File: src/rtl/brlfd_pkg.sv
`timescale 1ns / 1ps
// Shared types and constants for the run-length frame decoder.
// Depends on nothing; imported by every module of the block.
package brlfd_pkg;

    localparam int MAX_RESULTS = 62;
    localparam int CNT_W       = 6;
    localparam int POS_W       = 5;

    localparam logic [1:0] PH_START = 2'd0;
    localparam logic [1:0] PH_FIELD = 2'd1;
    localparam logic [1:0] PH_FCOL  = 2'd2;

    typedef struct packed {
        logic [POS_W-1:0] col;
        logic [POS_W-1:0] row;
        logic             colour;
        logic             fend;
    } t_blk;

    typedef struct packed {
        logic gen;
        logic flush;
    } t_out_ctl;

    typedef struct packed {
        logic step;
        logic clear;
    } t_pos_ctl;

endpackage

File: src/rtl/brlfd_pos.sv
`timescale 1ns / 1ps
// Grid position unit: column and row counters with the shared end-of-frame compare.
// Depends on brlfd_pkg.
module brlfd_pos
    import brlfd_pkg::*;
#(
    parameter int COLS = 30,
    parameter int ROWS = 20
) (
    input  logic             i_clk,
    input  logic             i_rst_n,
    input  t_pos_ctl         i_ctl,
    output logic [POS_W-1:0] o_col,
    output logic [POS_W-1:0] o_row,
    output logic             o_fend
);

    localparam int CW = (COLS > 1) ? $clog2(COLS) : 1;
    localparam int RW = (ROWS > 1) ? $clog2(ROWS) : 1;
    localparam logic [CW-1:0] COL_LAST = CW'(COLS - 1);
    localparam logic [RW-1:0] ROW_LAST = RW'(ROWS - 1);

    logic [CW-1:0] r_col;
    logic [RW-1:0] r_row;
    logic          col_end;

    assign col_end = (r_col == COL_LAST);
    assign o_fend  = col_end && (r_row == ROW_LAST);
    assign o_col   = POS_W'(r_col);
    assign o_row   = POS_W'(r_row);

    always_ff @(posedge i_clk) begin
        if (!i_rst_n || i_ctl.clear) begin
            r_col <= '0;
            r_row <= '0;
        end else if (i_ctl.step) begin
            if (o_fend) begin
                r_col <= '0;
                r_row <= '0;
            end else if (col_end) begin
                r_col <= '0;
                r_row <= r_row + 1'b1;
            end else begin
                r_col <= r_col + 1'b1;
            end
        end
    end

endmodule

File: src/rtl/brlfd_out.sv
`timescale 1ns / 1ps
// Result hold stage and output register; marks the final result of each byte.
// Depends on brlfd_pkg.
module brlfd_out
    import brlfd_pkg::*;
(
    input  logic        i_clk,
    input  logic        i_rst_n,
    input  t_out_ctl    i_ctl,
    input  t_blk        i_res,
    output logic        o_stall,
    output logic        m_axis_tvalid,
    input  logic        m_axis_tready,
    output logic [15:0] m_axis_tdata,  // block_col[4:0], block_row[9:5], block_colour[10], zeros
    output logic [0:0]  m_axis_tuser,  // frame_end[0]
    output logic        m_axis_tlast
);

    t_blk r_pend;
    logic r_pvalid;
    t_blk r_res;
    logic r_last;
    logic r_ovalid;
    logic out_free;
    logic load_out;

    assign out_free = !r_ovalid || m_axis_tready;
    assign load_out = (i_ctl.gen || i_ctl.flush) && r_pvalid;
    assign o_stall  = load_out && !out_free;

    always_ff @(posedge i_clk) begin
        if (!i_rst_n) begin
            r_pvalid <= 1'b0;
            r_ovalid <= 1'b0;
        end else if (!o_stall) begin
            if (load_out) begin
                r_ovalid <= 1'b1;
            end else if (m_axis_tready) begin
                r_ovalid <= 1'b0;
            end
            if (i_ctl.gen) begin
                r_pvalid <= 1'b1;
            end else if (i_ctl.flush) begin
                r_pvalid <= 1'b0;
            end
        end
    end

    always_ff @(posedge i_clk) begin
        if (!o_stall) begin
            if (load_out) begin
                r_res  <= r_pend;
                r_last <= !i_ctl.gen;
            end
            if (i_ctl.gen) begin
                r_pend <= i_res;
            end
        end
    end

    assign m_axis_tvalid = r_ovalid;
    assign m_axis_tdata  = {5'd0, r_res.colour, r_res.row, r_res.col};
    assign m_axis_tuser  = r_res.fend;
    assign m_axis_tlast  = r_last;

endmodule

File: src/rtl/bitstream_run_length_frame_decoder.sv
`timescale 1ns / 1ps
// Run-length frame decoder, top level: bit sequencer over one byte at a time.
// A byte holds the decoder through each stream bit, each block stepped, each run entry not
// stopped by a frame end and the flush, plus any output stalls.
// Ready only between bytes; a result waits in the hold stage for the next block or the flush,
// so every result passes through the hold stage before it reaches the output register.
// Synchronous active-low reset returns every decoder field but the byte register to its start state.
module bitstream_run_length_frame_decoder
    import brlfd_pkg::*;
#(
    parameter int COLS     = 30,
    parameter int ROWS     = 20,
    parameter int RUN_BITS = 5
) (
    input  logic        i_clk,
    input  logic        i_rst_n,
    input  logic        s_axis_tvalid,
    output logic        s_axis_tready,
    input  logic [7:0]  s_axis_tdata,  // stream_byte[7:0]
    input  logic        s_axis_tlast,  // end_of_stream
    output logic        m_axis_tvalid,
    input  logic        m_axis_tready,
    output logic [15:0] m_axis_tdata,  // block_col[4:0], block_row[9:5], block_colour[10], zeros
    output logic [0:0]  m_axis_tuser,  // frame_end[0]
    output logic        m_axis_tlast   // last
);

    localparam int HW = (RUN_BITS > 1) ? $clog2(RUN_BITS) : 1;

    localparam logic [1:0] S_IDLE  = 2'd0;
    localparam logic [1:0] S_BIT   = 2'd1;
    localparam logic [1:0] S_RUN   = 2'd2;
    localparam logic [1:0] S_FLUSH = 2'd3;

    logic [1:0]          r_state, n_state;
    logic [2:0]          r_idx, n_idx;
    logic [7:0]          r_byte, n_byte;
    logic                r_eos, n_eos;
    logic [1:0]          r_phase, n_phase;
    logic                r_colour, n_colour;
    logic [RUN_BITS-1:0] r_field, n_field;
    logic [HW-1:0]       r_held, n_held;
    logic [RUN_BITS-1:0] r_run, n_run;
    logic                r_ended, n_ended;
    logic [CNT_W-1:0]    r_cnt, n_cnt;

    logic                adv;
    logic                bit_in;
    logic                keep;
    logic                field_done;
    logic                stall;
    logic [POS_W-1:0]    pos_col;
    logic [POS_W-1:0]    pos_row;
    logic                pos_fend;
    t_pos_ctl            pos_ctl;
    t_out_ctl            out_ctl;
    t_blk                res;

    brlfd_pos #(
        .COLS (COLS),
        .ROWS (ROWS)
    ) u_pos (
        .i_clk   (i_clk),
        .i_rst_n (i_rst_n),
        .i_ctl   (pos_ctl),
        .o_col   (pos_col),
        .o_row   (pos_row),
        .o_fend  (pos_fend)
    );

    assign res = '{col: pos_col, row: pos_row, colour: r_colour, fend: pos_fend};

    brlfd_out u_out (
        .i_clk         (i_clk),
        .i_rst_n       (i_rst_n),
        .i_ctl         (out_ctl),
        .i_res         (res),
        .o_stall       (stall),
        .m_axis_tvalid (m_axis_tvalid),
        .m_axis_tready (m_axis_tready),
        .m_axis_tdata  (m_axis_tdata),
        .m_axis_tuser  (m_axis_tuser),
        .m_axis_tlast  (m_axis_tlast)
    );

    assign s_axis_tready = (r_state == S_IDLE);
    assign bit_in        = r_byte[r_idx];
    assign keep          = (r_cnt < CNT_W'(MAX_RESULTS));
    assign field_done    = (({1'b0, r_held} + 1'b1) >= (HW+1)'(RUN_BITS));

    always_comb begin
        n_state  = r_state;
        n_idx    = r_idx;
        n_byte   = r_byte;
        n_eos    = r_eos;
        n_phase  = r_phase;
        n_colour = r_colour;
        n_field  = r_field;
        n_held   = r_held;
        n_run    = r_run;
        n_ended  = r_ended;
        n_cnt    = r_cnt;
        adv      = 1'b0;
        pos_ctl  = '0;
        out_ctl  = '0;
        unique case (r_state)
            S_IDLE: begin
                if (s_axis_tvalid) begin
                    n_byte  = s_axis_tdata;
                    n_eos   = s_axis_tlast;
                    n_idx   = 3'd7;
                    n_cnt   = '0;
                    n_state = S_BIT;
                end
            end
            S_BIT: begin
                unique case (r_phase)
                    PH_START: begin
                        n_colour = bit_in;
                        n_ended  = 1'b1;
                        n_phase  = PH_FIELD;
                        adv      = 1'b1;
                    end
                    PH_FCOL: begin
                        n_colour = bit_in;
                        n_phase  = PH_FIELD;
                        n_state  = S_RUN;
                    end
                    default: begin
                        n_field = RUN_BITS'({r_field, bit_in});
                        if (field_done) begin
                            n_run   = RUN_BITS'({r_field, bit_in});
                            n_field = '0;
                            n_held  = '0;
                            n_state = S_RUN;
                        end else begin
                            n_held = r_held + 1'b1;
                            adv    = 1'b1;
                        end
                    end
                endcase
            end
            S_RUN: begin
                if (r_run != '0) begin
                    out_ctl.gen = keep;
                    if (!(keep && stall)) begin
                        if (keep) begin
                            n_cnt = r_cnt + 1'b1;
                        end
                        n_run        = r_run - 1'b1;
                        pos_ctl.step = 1'b1;
                        if (pos_fend) begin
                            n_ended = 1'b1;
                            n_phase = PH_FCOL;
                            adv     = 1'b1;
                        end else begin
                            n_ended = 1'b0;
                        end
                    end
                end else begin
                    if (!r_ended) begin
                        n_colour = !r_colour;
                    end
                    adv = 1'b1;
                end
            end
            S_FLUSH: begin
                out_ctl.flush = 1'b1;
                if (!stall) begin
                    n_state = S_IDLE;
                    if (r_eos) begin
                        n_phase       = PH_START;
                        n_colour      = 1'b0;
                        n_field       = '0;
                        n_held        = '0;
                        n_run         = '0;
                        n_ended       = 1'b1;
                        pos_ctl.clear = 1'b1;
                    end
                end
            end
            default: begin
                n_state = S_IDLE;
            end
        endcase
        if (adv) begin
            if (r_idx == 3'd0) begin
                n_state = S_FLUSH;
            end else begin
                n_idx   = r_idx - 1'b1;
                n_state = S_BIT;
            end
        end
    end

    always_ff @(posedge i_clk) begin
        if (!i_rst_n) begin
            r_state  <= S_IDLE;
            r_phase  <= PH_START;
            r_colour <= 1'b0;
            r_field  <= '0;
            r_held   <= '0;
            r_run    <= '0;
            r_ended  <= 1'b1;
            r_cnt    <= '0;
            r_idx    <= '0;
            r_eos    <= 1'b0;
        end else begin
            r_state  <= n_state;
            r_phase  <= n_phase;
            r_colour <= n_colour;
            r_field  <= n_field;
            r_held   <= n_held;
            r_run    <= n_run;
            r_ended  <= n_ended;
            r_cnt    <= n_cnt;
            r_idx    <= n_idx;
            r_eos    <= n_eos;
        end
    end

    always_ff @(posedge i_clk) begin
        r_byte <= n_byte;
    end

endmodule

File: config.mk
export PLATFORM = sky130hd
export DESIGN_NAME = bitstream_run_length_frame_decoder
export DESIGN_NICKNAME = d
export VERILOG_FILES = /design/src/rtl/brlfd_pkg.sv /design/src/rtl/brlfd_pos.sv /design/src/rtl/brlfd_out.sv /design/src/rtl/bitstream_run_length_frame_decoder.sv
export SDC_FILE = /design/constraint.sdc
export NUM_CORES = 1
export LEC_CHECK = 0
export ABC_AREA = 1
export BUFFER_PORTS_ARGS = -buffer_cell sky130_fd_sc_hd__buf_2
export CORE_MARGIN = 5
export CORE_UTILIZATION = 35
export CTS_CLUSTER_SIZE = 12
export DETAILED_ROUTE_END_ITERATION = 10
export GPL_TIMING_DRIVEN = 0
export SLEW_MARGIN = 10
export SYNTH_ARGS = -nofsm -noshare
export SYNTH_HDL_FRONTEND = slang
export SYNTH_SLANG_ARGS = --single-unit
File: constraint.sdc
create_clock -name i_clk -period 2.1 [get_ports i_clk]
set_input_delay 0.42 -clock i_clk [delete_from_list [all_inputs] [get_ports i_clk]]
set_output_delay 0.42 -clock i_clk [all_outputs]
set_load 0.01 [all_outputs]
== Word level (Yosys, flattened, before mapping) ==
Cells that the tools add are included.
Operators by class
  add/subtract/negate cells: 7
  $lt $le $gt $ge: 3
  equal/unequal tests: 23
  mux-type cells: 75
  bitwise logic cells: 1
  reduce and logical (&&, ||, !) cells: 37
Operator list (number)
  $mux 5: 10
  $mux 1: 28
  $ne 2x2->1 const B: 13
  $mux 3: 8
  $mux 6: 4
  $mux 2: 11
  $pmux 5 s3: 1
  $reduce_and 7->1: 2
  $pmux 2 s3: 2
  $pmux 6 s2: 1
  $reduce_and 2->1: 6
  $reduce_and 6->1: 2
  $add 5x1->5 const B: 2
  $eq 5x5->1 const B: 2
  $reduce_and 5->1: 2
  $reduce_bool 2->1: 5
  $mux 4: 2
  $pmux 4 s2: 1
  $add 6x1->6 const B: 1
  $eq 2x2->1 const B: 3
  $lt 6x6->1 const B: 1
  $ne 3x3->1 const B: 2
  $pmux 1 s3: 2
  $pmux 3 s2: 1
  other kinds (23): 34
Storage, ports and cells
  bits in registers: 73
  input bits: 13
  output and inout port bits: 20
  word-level logic and storage cells: 170

== Depth between registers and ports, before layout ==
Gate-level depths: netlist (run 1).
  depth after elaboration: 12
  gate-level depth with buffers: 14
  mapped depth without buffers: 14

== Cells and area by module ==
Synthesis (run 1) repeated with hierarchy kept, for this count alone.
Unflattened totals
  cells, all modules: 397
  area, all modules: 3504.6 um^2
By module, submodules not included
  bitstream_run_length_frame_decoder: times used 1, cells an instance 276, area each 2048.2 um^2, sequential area each 800.8 um^2
  brlfd_out: times used 1, cells an instance 45, area each 897.1 um^2, sequential area each 790.8 um^2
  brlfd_pos: times used 1, cells an instance 76, area each 559.3 um^2, sequential area each 200.2 um^2

== Least setup slack after synthesis (run 1) ==
No wires, ideal clock.
  path kind: reg2reg
  from: reg r_run[0]
  to: reg u_out.r_pend[0] (netlist name) (enable)
  library setup time: 0.380 ns
  data arrival time: 1.706 ns
  required time: 1.720 ns
  path slack: 0.013 ns
  stages on the path, launching flop included: 11
  buffers on the path: 0
  period minus slack after synthesis: 2.087 ns
  cell sequence: dfxtp_1 inv_1 ha_1 inv_1 nor2_2 nand2_4 nand3_4 nand2_4 nand3_2 inv_2 nor2_1
On the way
  longest elaborated chain between the ends: 8
Ends and longest elaborated chain
  from (decl): RTL line bitstream_run_length_frame_decoder.sv:43  | logic [RUN_BITS-1:0] r_run, n_run;
  from (signal assigned): RTL line bitstream_run_length_frame_decoder.sv:214  | r_run <= n_run;
  $reduce_bool 5->1 *: RTL line bitstream_run_length_frame_decoder.sv:144  | if (r_run != '0) begin
  $mux 1 *: RTL line bitstream_run_length_frame_decoder.sv:144
  $mux 1 *: RTL line bitstream_run_length_frame_decoder.sv:106  | unique case (r_state)
  $logic_or 1x1->1: RTL line brlfd_out.sv:28  | assign load_out = (i_ctl.gen || i_ctl.flush) && r_pvalid;
  $logic_and 1x1->1: RTL line brlfd_out.sv:28
  $logic_and 1x1->1: RTL line brlfd_out.sv:29  | assign o_stall = load_out && !out_free;
  $not 1->1 (no line)
  $reduce_and 2->1 (no line) *
  to (signal assigned): RTL line brlfd_out.sv:56  | r_pend <= i_res;
  to (decl): RTL line brlfd_out.sv:19  | t_blk r_pend;
Mark *: on every way between the ends. The rest lies on a longest branch, timed or not.
A chain may end at the register's enable or synchronous reset.

== Final worst setup path (run 1) ==
  from: reg r_state[0]
  to: reg r_cnt[2]
On the way
  longest elaborated chain between the ends: 8
  elaborated cells between the ends (all ways): 16
  classes of those cells: eq/ne (6); mux (3); reduce/logical (7)
Ends and longest elaborated chain
  from (decl): RTL line bitstream_run_length_frame_decoder.sv:35  | logic [1:0] r_state, n_state;
  from (signal assigned): RTL line bitstream_run_length_frame_decoder.sv:209  | r_state <= n_state;
  $eq 2x2->1: RTL line bitstream_run_length_frame_decoder.sv:106
  $mux 1: RTL line bitstream_run_length_frame_decoder.sv:106
  $logic_or 1x1->1: RTL line brlfd_out.sv:28
  $logic_and 1x1->1: RTL line brlfd_out.sv:28
  $logic_and 1x1->1: RTL line brlfd_out.sv:29
  $logic_and 1x1->1: RTL line bitstream_run_length_frame_decoder.sv:146  | if (!(keep && stall)) begin
  $ne 2x2->1 (no line)
  $reduce_and 5->1 (no line)
  to (signal assigned): RTL line bitstream_run_length_frame_decoder.sv:216  | r_cnt <= n_cnt;
  to (decl): RTL line bitstream_run_length_frame_decoder.sv:45  | logic [CNT_W-1:0] r_cnt, n_cnt;
Several ways; a longest one is shown, not always the timed one.

==> flow_summary.rst, run 1 <==
.. list-table::
   :header-rows: 1

   * - Metric
     - Value
   * - Outcome
     - finished clean
   * - Pre-CTS worst setup slack
     - -0.426 ns
   * - Share of synthesized registers carrying an async set or reset
     - 0%
   * - Synthesized netlist cell count
     - between 300 and 400
   * - Worst VDD drop
     - about 0.44 mV
   * - Wire length of the first global-routing pass
     - around 12,000 µm
   * - IO Count
     - 33
   * - Starting DRC count in detailed routing
     - 90
   * - Total routing resource utilization after global routing
     - a little under an eighth
   * - Part of the Yosys area used for sequential elements
     - roughly half
   * - Vias/cell
     - roughly 4.7
   * - Number of antenna violations at the first check in global routing
     - 0
   * - Final hold violation count
     - 0
   * - First-pass iteration count of the detailed router
     - 4
   * - Worst-case clock skew
     - roughly 0.017 ns
   * - Power per cell area
     - 1120 nW/µm²
   * - Layout overhead on the synthesized area
     - 15.6%
   * - Commonest non-fill, non-tap cell in the layout
     - nand2_1
   * - Number of global-route vias before repair
     - about 2,500
   * - H-tree Lvls
     - 3
   * - Min Clock Period, post-route
     - between 1.5 and 2 ns
   * - HPWL after detailed placement
     - between 5000 and 6000 µm
   * - Final Routed Wirelength
     - between 6000 and 7000 µm
   * - Highest-count cells in the layout ignoring fill and taps
     - 60 x nand2_1, 40 x dfxtp_1, 37 x nor2_1, 36 x inv_1, 33 x edfxtp_1
   * - Largest fanout on the critical path
     - 10
   * - Worst setup SP type
     - flop
   * - Max-slew violation total from the final report
     - 0
   * - #FFs+latches synth
     - between 70 and 80
   * - Sort of element at the end of the critical path
     - flop
   * - Final setup violation count
     - 0
   * - Sink Count
     - 73
   * - Post-DRT Antenna Nets
     - 0
   * - Critical path class
     - reg2reg
   * - TritonCTS clock tree
     - done
   * - Area of the core region
     - about 9900 µm²
   * - Area fraction of the dominant cell type after synthesis
     - roughly 28%
   * - Fraction of final layout cells with drive strength greater than 1
     - 21.4%
   * - Buffer depth of the longest clock path
     - 2
   * - Die Wd
     - around 110 µm
   * - CTS root buffer
     - clkbuf_8
   * - Remaining DRCs
     - 0
   * - Max Fclk
     - 521 MHz
   * - Number of antenna cells inserted
     - 0
   * - Post-CTS Hold Fix Bufs
     - 0
   * - Combined area of all synthesized cells
     - 3570 µm²
   * - Number of distinct library cell variants in the gate-level netlist after synthesis
     - 40
   * - Reported max-cap violation count
     - 0
   * - Die Span Y
     - 111 µm
   * - Final instance count without filler cells
     - 563
   * - Number of vias in the routed layout
     - around 2,600
   * - Total congestion overflow after global routing
     - 0
   * - Final critical-path setup slack
     - roughly 0.18 ns
   * - Hold_ws
     - between 0.2 and 0.25 ns
   * - Initial core utilization
     - between 30% and 40%
   * - Port bufs
     - 27
   * - Tightest slew margin relative to the limit
     - between 60% and 70%
   * - Post-Route Utilization
     - 41.8%
   * - Unrepaired setup endpoints after global routing
     - false
   * - Total number of yosys warnings
     - 0
   * - Data required, critical path
     - between 2 and 2.5 ns
   * - Overall die area
     - 12,300 µm²
   * - Final Cycle Share
     - between 90% and 100%
   * - Placed Instances
     - 546
   * - Clock latency at the later pin of the worst-skew pair
     - around 0.36 ns
   * - Critical path arrival
     - 2.16 ns
   * - Number of inserted filler cells in the final layout
     - 990
   * - Syn avg cell area
     - ~9.3 µm²
   * - Final weighted congestion of routability-driven global placement
     - between 0.8 and 0.9
   * - EDFF count, synth
     - 33
   * - Leak
     - between 1.5 and 2 nW
   * - Net count reported at finish
     - 453
   * - Most common flop cell mapped by yosys
     - dfxtp_1
   * - Cell taking the most area after synthesis
     - edfxtp_1
   * - CTS Buf Count
     - 9
   * - Slew of the pin with the lowest slew margin
     - around 0.51 ns
   * - Synth top area cells
     - edfxtp_1 28%, dfxtp_1 22%, nand2_1 6.3%, ha_1 5.3%, a21oi_1 4.2%
   * - Number of placement rows
     - 36
   * - Final total negative setup slack
     - 0 ns
   * - Maximum number of pins on one net before global-route repair
     - 16
   * - Worst hold-check path type
     - in2reg
   * - Post-CTS clock slew at the launch and capture registers of the worst setup and hold paths
     - around 0.080 ns
   * - Routed length per placed instance
     - roughly 12 µm
Yosys cell counts, types with 3 or more instances:
| library cell | instances |
|---|---|
| a21oi_1 | 30 |
| buf_4 | 6 |
| dfxtp_1 | 40 |
| edfxtp_1 | 33 |
| ha_1 | 15 |
| inv_1 | 38 |
| inv_2 | 3 |
| nand2_1 | 60 |
| nand2_2 | 5 |
| nand2_4 | 6 |
| nand3_1 | 24 |
| nand3_4 | 4 |
| nand4_1 | 8 |
| nor2_1 | 39 |
| nor3_1 | 4 |
| o21ai_0 | 28 |
| xnor2_1 | 4 |
| xor2_1 | 5 |
flip-flops by register name (all words and copies together), names as in the netlist, 2 cells and up:
register	count
u_out.r_pend	12
u_out.m_axis_tdata	11
r_byte	8
r_cnt	6
r_run	5
u_pos.o_col	5
u_pos.o_row	5
r_field	4
r_held	3
r_idx	3
r_phase	2
r_state	2
power by group:
part / switching, mW / internal [mW] / total (mW)
Clock: 0.601 / 0.449 / 1.05
Combinational: 1.08 / 0.592 / 1.67
Sequential: 0.163 / 1.72 / 1.88
Total: 1.85 / 2.76 / 4.61
metrics by stage:
| stage | power, mW | cell area (µm²) |
|---|---|---|
| 6_report | 4.61 | 4120 |
| 4_1_cts | 4.60 | 4080 |
| 3_3_place_gp | 3.50 | 3880 |
| 5_1_grt | 4.99 | 4120 |
| 2_1_floorplan | 3.17 | 3580 |
| 3_5_place_dp | 3.54 | 3880 |
what timing repair did:
item,4_1_cts,5_1_grt
resized for setup,3,7
pin swaps,0,2
buffers inserted,0,1
endpoints found under the setup margin,25,40
path summary, 6_finish.rpt:
check | slack (ns) | depth (start not counted) | endpoint | from
worst max register to register | 0.18 | 10 | r_cnt[2] | r_state[0]
worst max-delay path | 0.18 | 10 | r_cnt[2] | r_state[0]
worst min-delay path | 0.24 | 1 | r_byte[3] | s_axis_tdata[3]
worst min register to register | 0.43 | 0 | u_out.m_axis_tdata[5] | u_out.r_pend[2]
cell families after synthesis:
group                      Yosys count  share of synthesized area [%]
AOI/OAI and AO/OA                   69                           11.2
xor gates and xnor gates             9                           2.21
adders and majority gates           15                           5.26
buffers and inverters               51                           6.28
DFF                                 73                           50.2
other                                1                          0.105
and+or+nand+nor                    164                           24.7
worst max-delay path, cell delays in order (launching register included):
cell        delay, ns
dfxtp_1          0.34
inv_1            0.11
ha_2             0.23
buf_6            0.18
clkinvlp_4       0.14
buf_6            0.16
o21ai_0          0.23
inv_2            0.11
nand3_1          0.11
xor2_1           0.15
nor2_1           0.05
per-layer routing:
metal	track usage (%)	routed length, µm	up-vias
met2	20.2	3310	41
met4	4.93	139	0
met5	0	0	-
li1	-	-	1369
met3	2.62	262	14
met1	13.4	3030	1199
final cells by class:
class	count	area [µm²]	area share (%)
Buffer	9	67.6	1.64
Clock buffer	9	124	3.00
Clock inverter	7	61.3	1.49
Inverter	42	164	3.97
Multi-Input combinational cell	262	1590	38.7
Sequential cell	73	1790	43.4
Tap cell	133	166	4.04
Timing Repair Buffer	28	155	3.76
Note: power is estimated with default switching activity, not from simulation.
==> run 2, diff against run 1 <==
--- a/config.mk
+++ b/config.mk
@@ -5,7 +5,6 @@
 export SDC_FILE = /design/constraint.sdc
 export NUM_CORES = 1
 export LEC_CHECK = 0
-export ABC_AREA = 1
 export BUFFER_PORTS_ARGS = -buffer_cell sky130_fd_sc_hd__buf_2
 export CORE_MARGIN = 5
 export CORE_UTILIZATION = 35
==> run 2 against run 1 <==
  * Core utilization increased by 0.30 points
  * Non-clock buffer count grew 8
  * Fmax decreased by 2.7%
  * Worst hold slack improved by 0.012 ns
  * First-iteration DRC count shrank 24%
  * Critical endpoint is now u_out.m_axis_tdata[4]
==> flow_summary.rst, run 2 <==
.. list-table::
   :header-rows: 1

   * - Metric
     - Value
   * - Outcome
     - finished clean (unchanged)
   * - Post-Route Utilization
     - 42.1% (was 41.8%)
   * - Tightest slew margin relative to the limit
     - 45.3% (was 65.8%)
   * - Sink Count
     - 73 (unchanged)
   * - Leading post-synthesis cells by instance count
     - 40 x dfxtp_1, 33 x edfxtp_1, 32 x nor2_1 (was 60 x nand2_1, 40 x dfxtp_1, 39 x nor2_1)
   * - Dominant cell by count in the synthesized netlist
     - dfxtp_1 (was nand2_1)
   * - Vias/cell
     - 5.06 (was 4.66)
   * - Register with the most flip-flops
     - u_out.r_pend (unchanged)
   * - Worst VDD drop
     - 0.615 mV (was 0.439 mV)
   * - IO Count
     - 33 (unchanged)
   * - Unrepaired setup endpoints after global routing
     - false (unchanged)
   * - Synth top area cells
     - edfxtp_1 28%, dfxtp_1 23%, ha_1 5.3%, nor2_1 3.4%, a21oi_1 3.3% (was edfxtp_1 28%, dfxtp_1 22%, nand2_1 6.3%, ha_1 5.3%, a21oi_1 4.2%)
   * - Total number of yosys warnings
     - 0 (unchanged)
   * - Hold wc startpoint
     - s_axis_tdata[6] (was s_axis_tdata[3])
   * - Total Power Consumption
     - 4.48 mW (was 4.61 mW)
   * - Number of flip-flops in the largest register
     - 12 (unchanged)
   * - Total met2 wirelength after detailed routing
     - 3600 µm (was 3310 µm)
   * - Worst Hold Path EP
     - r_byte[6] (was r_byte[3])
   * - Syn avg cell area
     - 10.4 µm² (was 9.33 µm²)
   * - Area of the core region
     - 9770 µm² (was 9860 µm²)
   * - Sort of element at the end of the critical path
     - flop (unchanged)
   * - Number of inserted filler cells in the final layout
     - 964 (was 990)
   * - Part of the Yosys area used for sequential elements
     - 51.1% (was 50.2%)
   * - Total congestion overflow after global routing
     - 0 (unchanged)
   * - Cell taking the most area after synthesis
     - edfxtp_1 (unchanged)
   * - Final critical-path setup slack
     - 0.125 ns (was 0.179 ns)
   * - CTS root buffer
     - clkbuf_8 (unchanged)
   * - Maximum number of pins on one net before global-route repair
     - 14 (was 16)
   * - Wire length of the first global-routing pass
     - 11,900 µm (was 11,600 µm)
   * - Remaining DRCs
     - 0 (unchanged)
   * - Number of antenna violations at the first check in global routing
     - 0 (unchanged)
   * - Worst hold-check path type
     - in2reg (unchanged)
   * - Largest fanout on the critical path
     - 13 (was 10)
   * - Area fraction of the dominant cell type after synthesis
     - 28.2% (was 27.8%)
   * - Launching instance or port of the critical path
     - r_run[0] (was r_state[0])
   * - Number of vias in the routed layout
     - 2,619 (was 2,623)
   * - Clock latency at the later pin of the worst-skew pair
     - 0.35 ns (was 0.36 ns)
   * - Post-DRT Antenna Nets
     - 0 (unchanged)
   * - Overall die area
     - 12,100 µm² (was 12,300 µm²)
   * - #FFs+latches synth
     - 73 (unchanged)
   * - Highest Signal Layer
     - met4 (unchanged)
   * - Post-CTS Hold Fix Bufs
     - 0 (unchanged)
   * - Setup slack on the worst flop-to-flop path
     - 0.13 ns (was 0.18 ns)
   * - Min Clock Period, post-route
     - 1.97 ns (was 1.92 ns)
   * - Total routing resource utilization after global routing
     - 12.7% (was 11.5%)
   * - Final hold violation count
     - 0 (unchanged)
   * - Buffer depth of the longest clock path
     - 2 (unchanged)
   * - HPWL after detailed placement
     - 5320 µm (was 5060 µm)
   * - Worst setup SP type
     - flop (unchanged)
   * - Number of distinct library cell variants in the gate-level netlist after synthesis
     - 60 (was 40)
   * - Max Fclk
     - 506 MHz (was 521 MHz)
   * - Post-CTS clock slew at the launch and capture registers of the worst setup and hold paths
     - 0.07 ns (was 0.08 ns)
   * - Slew of the pin with the lowest slew margin
     - 0.811 ns (was 0.513 ns)
   * - Combined area of all synthesized cells
     - 3510 µm² (was 3570 µm²)
   * - Commonest non-fill, non-tap cell in the layout
     - dfxtp_1 (was nand2_1)
   * - Final setup violation count
     - 0 (unchanged)
   * - Critical path class
     - reg2reg (unchanged)
   * - Pre-CTS worst setup slack
     - -0.432 ns (was -0.426 ns)
   * - Layout overhead on the synthesized area
     - 17.3% (was 15.6%)
   * - Worst reg-to-reg path cell count
     - 9 (was 10)
   * - Net count reported at finish
     - 408 (was 453)
   * - Max-slew violation total from the final report
     - 0 (unchanged)
   * - Die Wd
     - 110 µm (was 111 µm)
   * - EDFF count, synth
     - 33 (unchanged)
   * - Critical path arrival
     - 2.09 ns (was 2.16 ns)
   * - Number of global-route vias before repair
     - 2,552 (was 2,509)
   * - Final weighted congestion of routability-driven global placement
     - 0.848 (was 0.826)
   * - CTS Buf Count
     - 9 (unchanged)
   * - Length of routed met3 wiring
     - 288 µm (was 262 µm)
   * - H-tree Lvls
     - 3 (unchanged)
   * - Most common flop cell mapped by yosys
     - dfxtp_1 (unchanged)
   * - Highest-count cells in the layout ignoring fill and taps
     - 38 x dfxtp_1, 33 x edfxtp_1, 30 x nor2_1, 30 x buf_2 (was 60 x nand2_1, 40 x dfxtp_1, 37 x nor2_1, 36 x inv_1, 33 x edfxtp_1)
   * - TritonCTS clock tree
     - done (unchanged)
   * - Data required, critical path
     - 2.21 ns (was 2.34 ns)
   * - Critical register-to-register path startpoint
     - r_run[0] (was r_state[0])
   * - Final Cycle Share
     - 94.0% (was 91.5%)
   * - Starting DRC count in detailed routing
     - 68 (was 90)
   * - Share of synthesized registers carrying an async set or reset
     - 0% (unchanged)
   * - Initial core utilization
     - 35.9% (was 36.1%)
   * - Worst-case clock skew
     - 0.0124 ns (was 0.0170 ns)
   * - Number of antenna cells inserted
     - 0 (unchanged)
   * - Power per cell area
     - 1090 nW/µm² (was 1120 nW/µm²)
   * - Reg2Reg Capture Point
     - u_out.m_axis_tdata[4] (was r_cnt[2])
   * - Synthesized netlist cell count
     - 337 (was 382)
   * - Reported max-cap violation count
     - 0 (unchanged)
   * - Die Span Y
     - 110 µm (was 111 µm)
   * - Final Routed Wirelength
     - 7310 µm (was 6740 µm)
   * - Number of stages on the worst hold path
     - 1 (unchanged)
   * - Port bufs
     - 27 (unchanged)
   * - First-pass iteration count of the detailed router
     - 4 (unchanged)
   * - Leak
     - 1.55 nW (was 1.65 nW)
   * - Number of placement rows
     - 36 (unchanged)
   * - Detailed-route wire length on metal 1
     - 3350 µm (was 3030 µm)
   * - Fraction of final layout cells with drive strength greater than 1
     - 20.5% (was 21.4%)
   * - Routed length per placed instance
     - 14.1 µm (was 12.0 µm)
-- run 2: worst max path at each step --
stage,end,cells after the start,slack (ns)
floorplan,u_out.r_pend[0],8,0.06
global placement,u_out.r_pend[4],8,-0.32
detailed placement,u_out.r_pend[5],8,-0.43
CTS,u_out.r_pend[10],8,0.007
global route,r_idx[1],6,0.002
finish,u_out.m_axis_tdata[4],9,0.13
-- run 2: worst max-delay path, stage by stage (launching register included) --
cell     delay [ns]
dfxtp_1        0.32
inv_1          0.09
ha_1           0.17
or4b_1         0.43
buf_2          0.19
nand2_4        0.10
nor2_2         0.06
o21ai_2        0.18
nor2b_4        0.07
buf_12         0.14
-- run 2: area by class of cell --
class	instances	area (µm²)	share of cell area (%)
well taps	133	166	4.04
clock buffers	10	128	3.10
clock inverters	6	68.8	1.67
flip-flops and latches	73	1790	43.6
inverters	15	56.3	1.37
plain buffers	16	92.6	2.25
multi-input cells	236	1630	39.7
repair buffers	29	175	4.26
-- run 2: what timing repair did --
| item | in CTS | in global routing |
|---|---|---|
| hold endpoints to repair | 0 | 0 |
| resized for setup | 8 | 14 |
| buffers inserted | 1 | 1 |
| pin swaps | 1 | 2 |
| setup endpoints to repair | 37 | 38 |
-- run 2: per-layer routing --
layer / global-route usage (%) / vias to the layer above
met5: 0 / -
met2: 22.0 / 46
met4: 4.22 / 0
met3: 3.67 / 7
li1: - / 1306
met1: 15.0 / 1260
-- run 2: kinds of logic (layout without fill, tap and decap cells) --
group | after synthesis | after routing | share of synthesized area (%)
and+or+nand+nor | 118 | 118 | 17.8
AOI/OAI and AO/OA | 76 | 76 | 14.8
DFF | 73 | 73 | 51.1
buffers and inverters | 32 | 76 | 4.24
adders and majority gates | 15 | 15 | 5.35
xor gates and xnor gates | 11 | 11 | 2.75
muxes | 11 | 11 | 3.89
other | 1 | 5 | 0.107
-- run 2: report_power, final --
part           internal, mW  switching [mW]
logic                 0.632           0.947
clock network         0.553           0.534
registers              1.67           0.141
-- run 2: per-stage QoR --
step	TNS [ns]	instances	hold WS [ns]	cell area, µm²
3_5_place_dp	-10.08	501	0.406	3830
5_1_grt	0	518	0.223	4120
6_report	0	518	0.248	4120
3_3_place_gp	-7.58	501	0.401	3830
2_1_floorplan	0	341	0.400	3530
4_1_cts	0	518	0.232	4070
==> run 3, diff against run 2 <==
--- a/config.mk
+++ b/config.mk
@@ -11,6 +11,7 @@
 export CTS_CLUSTER_SIZE = 12
 export DETAILED_ROUTE_END_ITERATION = 10
 export GPL_TIMING_DRIVEN = 0
+export PLACE_DENSITY = 0.66
 export SLEW_MARGIN = 10
 export SYNTH_ARGS = -nofsm -noshare
 export SYNTH_HDL_FRONTEND = slang
==> constraint.sdc (replaced) <==
create_clock -name i_clk -period 2.1 [get_ports i_clk]
set_input_delay 0.105 -clock i_clk [delete_from_list [all_inputs] [get_ports i_clk]]
set_output_delay 0.105 -clock i_clk [all_outputs]
set_load 0.01 [all_outputs]
==> run 3 against run 2 <==
  * Clock skew barely moved
  * Clock power rose by 4%
  * Non-clock buffer count rose by 10
  * Sequential power barely moved
  * Register-to-register slack got worse by 0.02 ns
  * Critical path type unchanged
  * Die area did not move
  * Via count rose by 3.3%
  * Worst hold slack got worse by 0.18 ns
  * First-iteration DRC count rose to 2.6 times the previous value
  * Largest power group unchanged
  * Final cell count rose by 1.9%
==> flow_summary.rst, run 3 (same netlist as run 2, synthesis figures left out) <==
.. list-table::
   :header-rows: 1

   * - Metric
     - Value
   * - Outcome
     - finished clean (unchanged)
   * - IO Count
     - 33 (unchanged)
   * - Unrepaired setup endpoints after global routing
     - false (unchanged)
   * - Worst setup SP type
     - flop (unchanged)
   * - Total Power Consumption
     - 4.56 mW (was 4.48 mW)
   * - Die Wd
     - 110 µm (unchanged)
   * - Worst hold-check path type
     - in2reg (unchanged)
   * - TritonCTS clock tree
     - done (unchanged)
   * - Crit path max-delay family
     - simple AND/OR/NAND/NOR gates (unchanged)
   * - Routed length per placed instance
     - 14.0 µm (was 14.1 µm)
   * - Commonest non-fill, non-tap cell in the layout
     - dfxtp_1 (unchanged)
   * - Post-DRT Antenna Nets
     - 0 (unchanged)
   * - Total congestion overflow after global routing
     - 0 (unchanged)
   * - Post-CTS clock slew at the launch and capture registers of the worst setup and hold paths
     - 0.08 ns (was 0.07 ns)
   * - Max-slew violation total from the final report
     - 0 (unchanged)
   * - Worst VDD drop
     - 0.501 mV (was 0.615 mV)
   * - Port bufs
     - 27 (unchanged)
   * - HPWL after detailed placement
     - 5330 µm (was 5320 µm)
   * - Hold_ws
     - 0.0648 ns (was 0.248 ns)
   * - Final instance count without filler cells
     - 528 (was 518)
   * - Worst reg-to-reg path cell count
     - 9 (unchanged)
   * - Final Routed Wirelength
     - 7390 µm (was 7310 µm)
   * - Max Fclk
     - 500 MHz (was 506 MHz)
   * - Net count reported at finish
     - 418 (was 408)
   * - Number of inserted filler cells in the final layout
     - 955 (was 964)
   * - Worst-case clock skew
     - 0.0124 ns (about the same)
   * - Fraction of final layout cells with drive strength greater than 1
     - 20.8% (was 20.5%)
   * - Vias/cell
     - 5.13 (was 5.06)
   * - Data required, critical path
     - 2.22 ns (was 2.21 ns)
   * - Sort of element at the end of the critical path
     - flop (unchanged)
   * - H-tree Lvls
     - 3 (unchanged)
   * - Critical path class
     - reg2reg (unchanged)
   * - CTS root buffer
     - clkbuf_8 (unchanged)
   * - Area of the multi-input gates
     - 1640 µm² (was 1630 µm²)
   * - Final hold violation count
     - 0 (unchanged)
   * - Largest fanout on the critical path
     - 13 (unchanged)
   * - Power per cell area
     - 1080 nW/µm² (was 1090 nW/µm²)
   * - Sink Count
     - 73 (unchanged)
   * - Placed Instances
     - 501 (unchanged)
   * - Depth of the critical timing path with buffers and inverters included
     - 9 (unchanged)
   * - Buffer depth of the longest clock path
     - 2 (unchanged)
   * - Number of placement rows
     - 36 (unchanged)
   * - Leak
     - 1.61 nW (was 1.55 nW)
   * - CTS Buf Count
     - 9 (unchanged)
   * - Buf/Inv on CP
     - 3 (unchanged)
   * - Number of vias in the routed layout
     - 2,706 (was 2,619)
   * - Area of the core region
     - 9770 µm² (unchanged)
   * - Layout overhead on the synthesized area
     - 20.4% (was 17.3%)
   * - Met3 track demand over resource
     - 3.90% (was 3.67%)
   * - Final total negative setup slack
     - 0 ns (unchanged)
   * - GR met1 Demand/Resource
     - 16.0% (was 15.0%)
   * - Register cell area after layout
     - 1800 µm² (was 1790 µm²)
   * - Overall die area
     - 12,100 µm² (unchanged)
   * - Number of antenna violations at the first check in global routing
     - 0 (unchanged)
   * - Final critical-path setup slack
     - 0.102 ns (was 0.125 ns)
   * - Register with the most flip-flops
     - u_out.r_pend (unchanged)
   * - First-pass iteration count of the detailed router
     - 4 (unchanged)
   * - Final weighted congestion of routability-driven global placement
     - 0.819 (was 0.848)
   * - Most Used Layer, Global Route
     - met2 (unchanged)
   * - Pre-CTS worst setup slack
     - -0.418 ns (was -0.432 ns)
   * - Die Span Y
     - 110 µm (unchanged)
   * - Number of global-route vias before repair
     - 2,680 (was 2,552)
   * - Total routing resource utilization after global routing
     - 13.3% (was 12.7%)
   * - Crit path max-delay cell type
     - or4b_1 (unchanged)
   * - Tightest slew margin relative to the limit
     - 65.3% (was 45.3%)
   * - Peak per-stage delay on the critical path
     - 0.42 ns (was 0.43 ns)
   * - Routing usage on met2
     - 22.3% (was 22.0%)
   * - Critical path arrival
     - 2.11 ns (was 2.09 ns)
   * - Remaining DRCs
     - 0 (unchanged)
   * - Number of antenna cells inserted
     - 0 (unchanged)
   * - Final setup violation count
     - 0 (unchanged)
   * - Reported max-cap violation count
     - 0 (unchanged)
   * - Min Clock Period, post-route
     - 2.00 ns (was 1.97 ns)
   * - Initial core utilization
     - 35.9% (unchanged)
   * - Number of flip-flops in the largest register
     - 12 (unchanged)
   * - Wire length of the first global-routing pass
     - 12,500 µm (was 11,900 µm)
   * - Starting DRC count in detailed routing
     - 176 (was 68)
   * - Highest-count cells in the layout ignoring fill and taps
     - 37 x dfxtp_1, 33 x edfxtp_1, 31 x nor2_1, 29 x buf_2 (was 38 x dfxtp_1, 33 x edfxtp_1, 30 x nor2_1, 30 x buf_2)
   * - Clock latency at the later pin of the worst-skew pair
     - 0.35 ns (about the same)
   * - Critical-path cell list
     - inv_2, ha_2, or4b_1, clkbuf_4, nand2_4, nor2_1, o21ai_2, nor2b_4, buf_12 (was inv_1, ha_1, or4b_1, buf_2, nand2_4, nor2_2, o21ai_2, nor2b_4, buf_12)
   * - Number of stages on the worst hold path
     - 3 (was 1)
   * - Maximum number of pins on one net before global-route repair
     - 15 (was 14)
   * - Post-Place Cell Area
     - 3830 µm² (unchanged)
   * - Final design area excluding fillers
     - 4230 µm² (was 4120 µm²)
   * - Post-Route Utilization
     - 43.2% (was 42.1%)
   * - Slew of the pin with the lowest slew margin
     - 0.517 ns (was 0.811 ns)
   * - Final Cycle Share
     - 95.2% (was 94.0%)
==> run 3: where the power goes <==
group | internal, mW | total [mW] | switching [mW]
clock | 0.559 | 1.13 | 0.568
combinational | 0.680 | 1.61 | 0.934
sequential | 1.67 | 1.82 | 0.152
==> run 3: path summary, 6_finish.rpt <==
path / start / slack (ns) / endpoint
worst max-delay path: r_run[0] / 0.10 / u_out.m_axis_tdata[2]
worst max register to register: r_run[0] / 0.10 / u_out.m_axis_tdata[2]
worst min-delay path: i_rst_n / 0.06 / r_idx[1]
worst min register to register: u_out.r_pend[6] / 0.42 / u_out.m_axis_tdata[9]
==> run 3: worst min-delay path, stage by stage <==
cell,delay (ns)
buf_2,0.13
nand2b_1,0.07
mux2i_1,0.06
==> run 3: cell type report <==
class / count / area share (%)
multi-input cells: 236 / 38.8
clock inverters: 7 / 1.84
inverters: 15 / 1.33
flip-flops and latches: 73 / 42.5
repair buffers: 38 / 6.28
well taps: 133 / 3.94
clock buffers: 9 / 2.93
plain buffers: 17 / 2.37
==> run 3: routing by layer <==
layer  share of wire (%)  vias up
met5                   0        -
met4                 1.9        0
met3                 6.0       13
met2                  48       67
met1                  44     1295
li1                    -     1331
==> run 3: repair_timing <==
item / in CTS / in global routing
setup buffers: 1 / 1
hold buffers: 9 / 0
gates cloned: 0 / 0
gates resized for setup: 8 / 18
endpoints found under the setup margin: 36 / 42
pin swaps: 0 / 2
endpoints found under the hold margin: 9 / 0
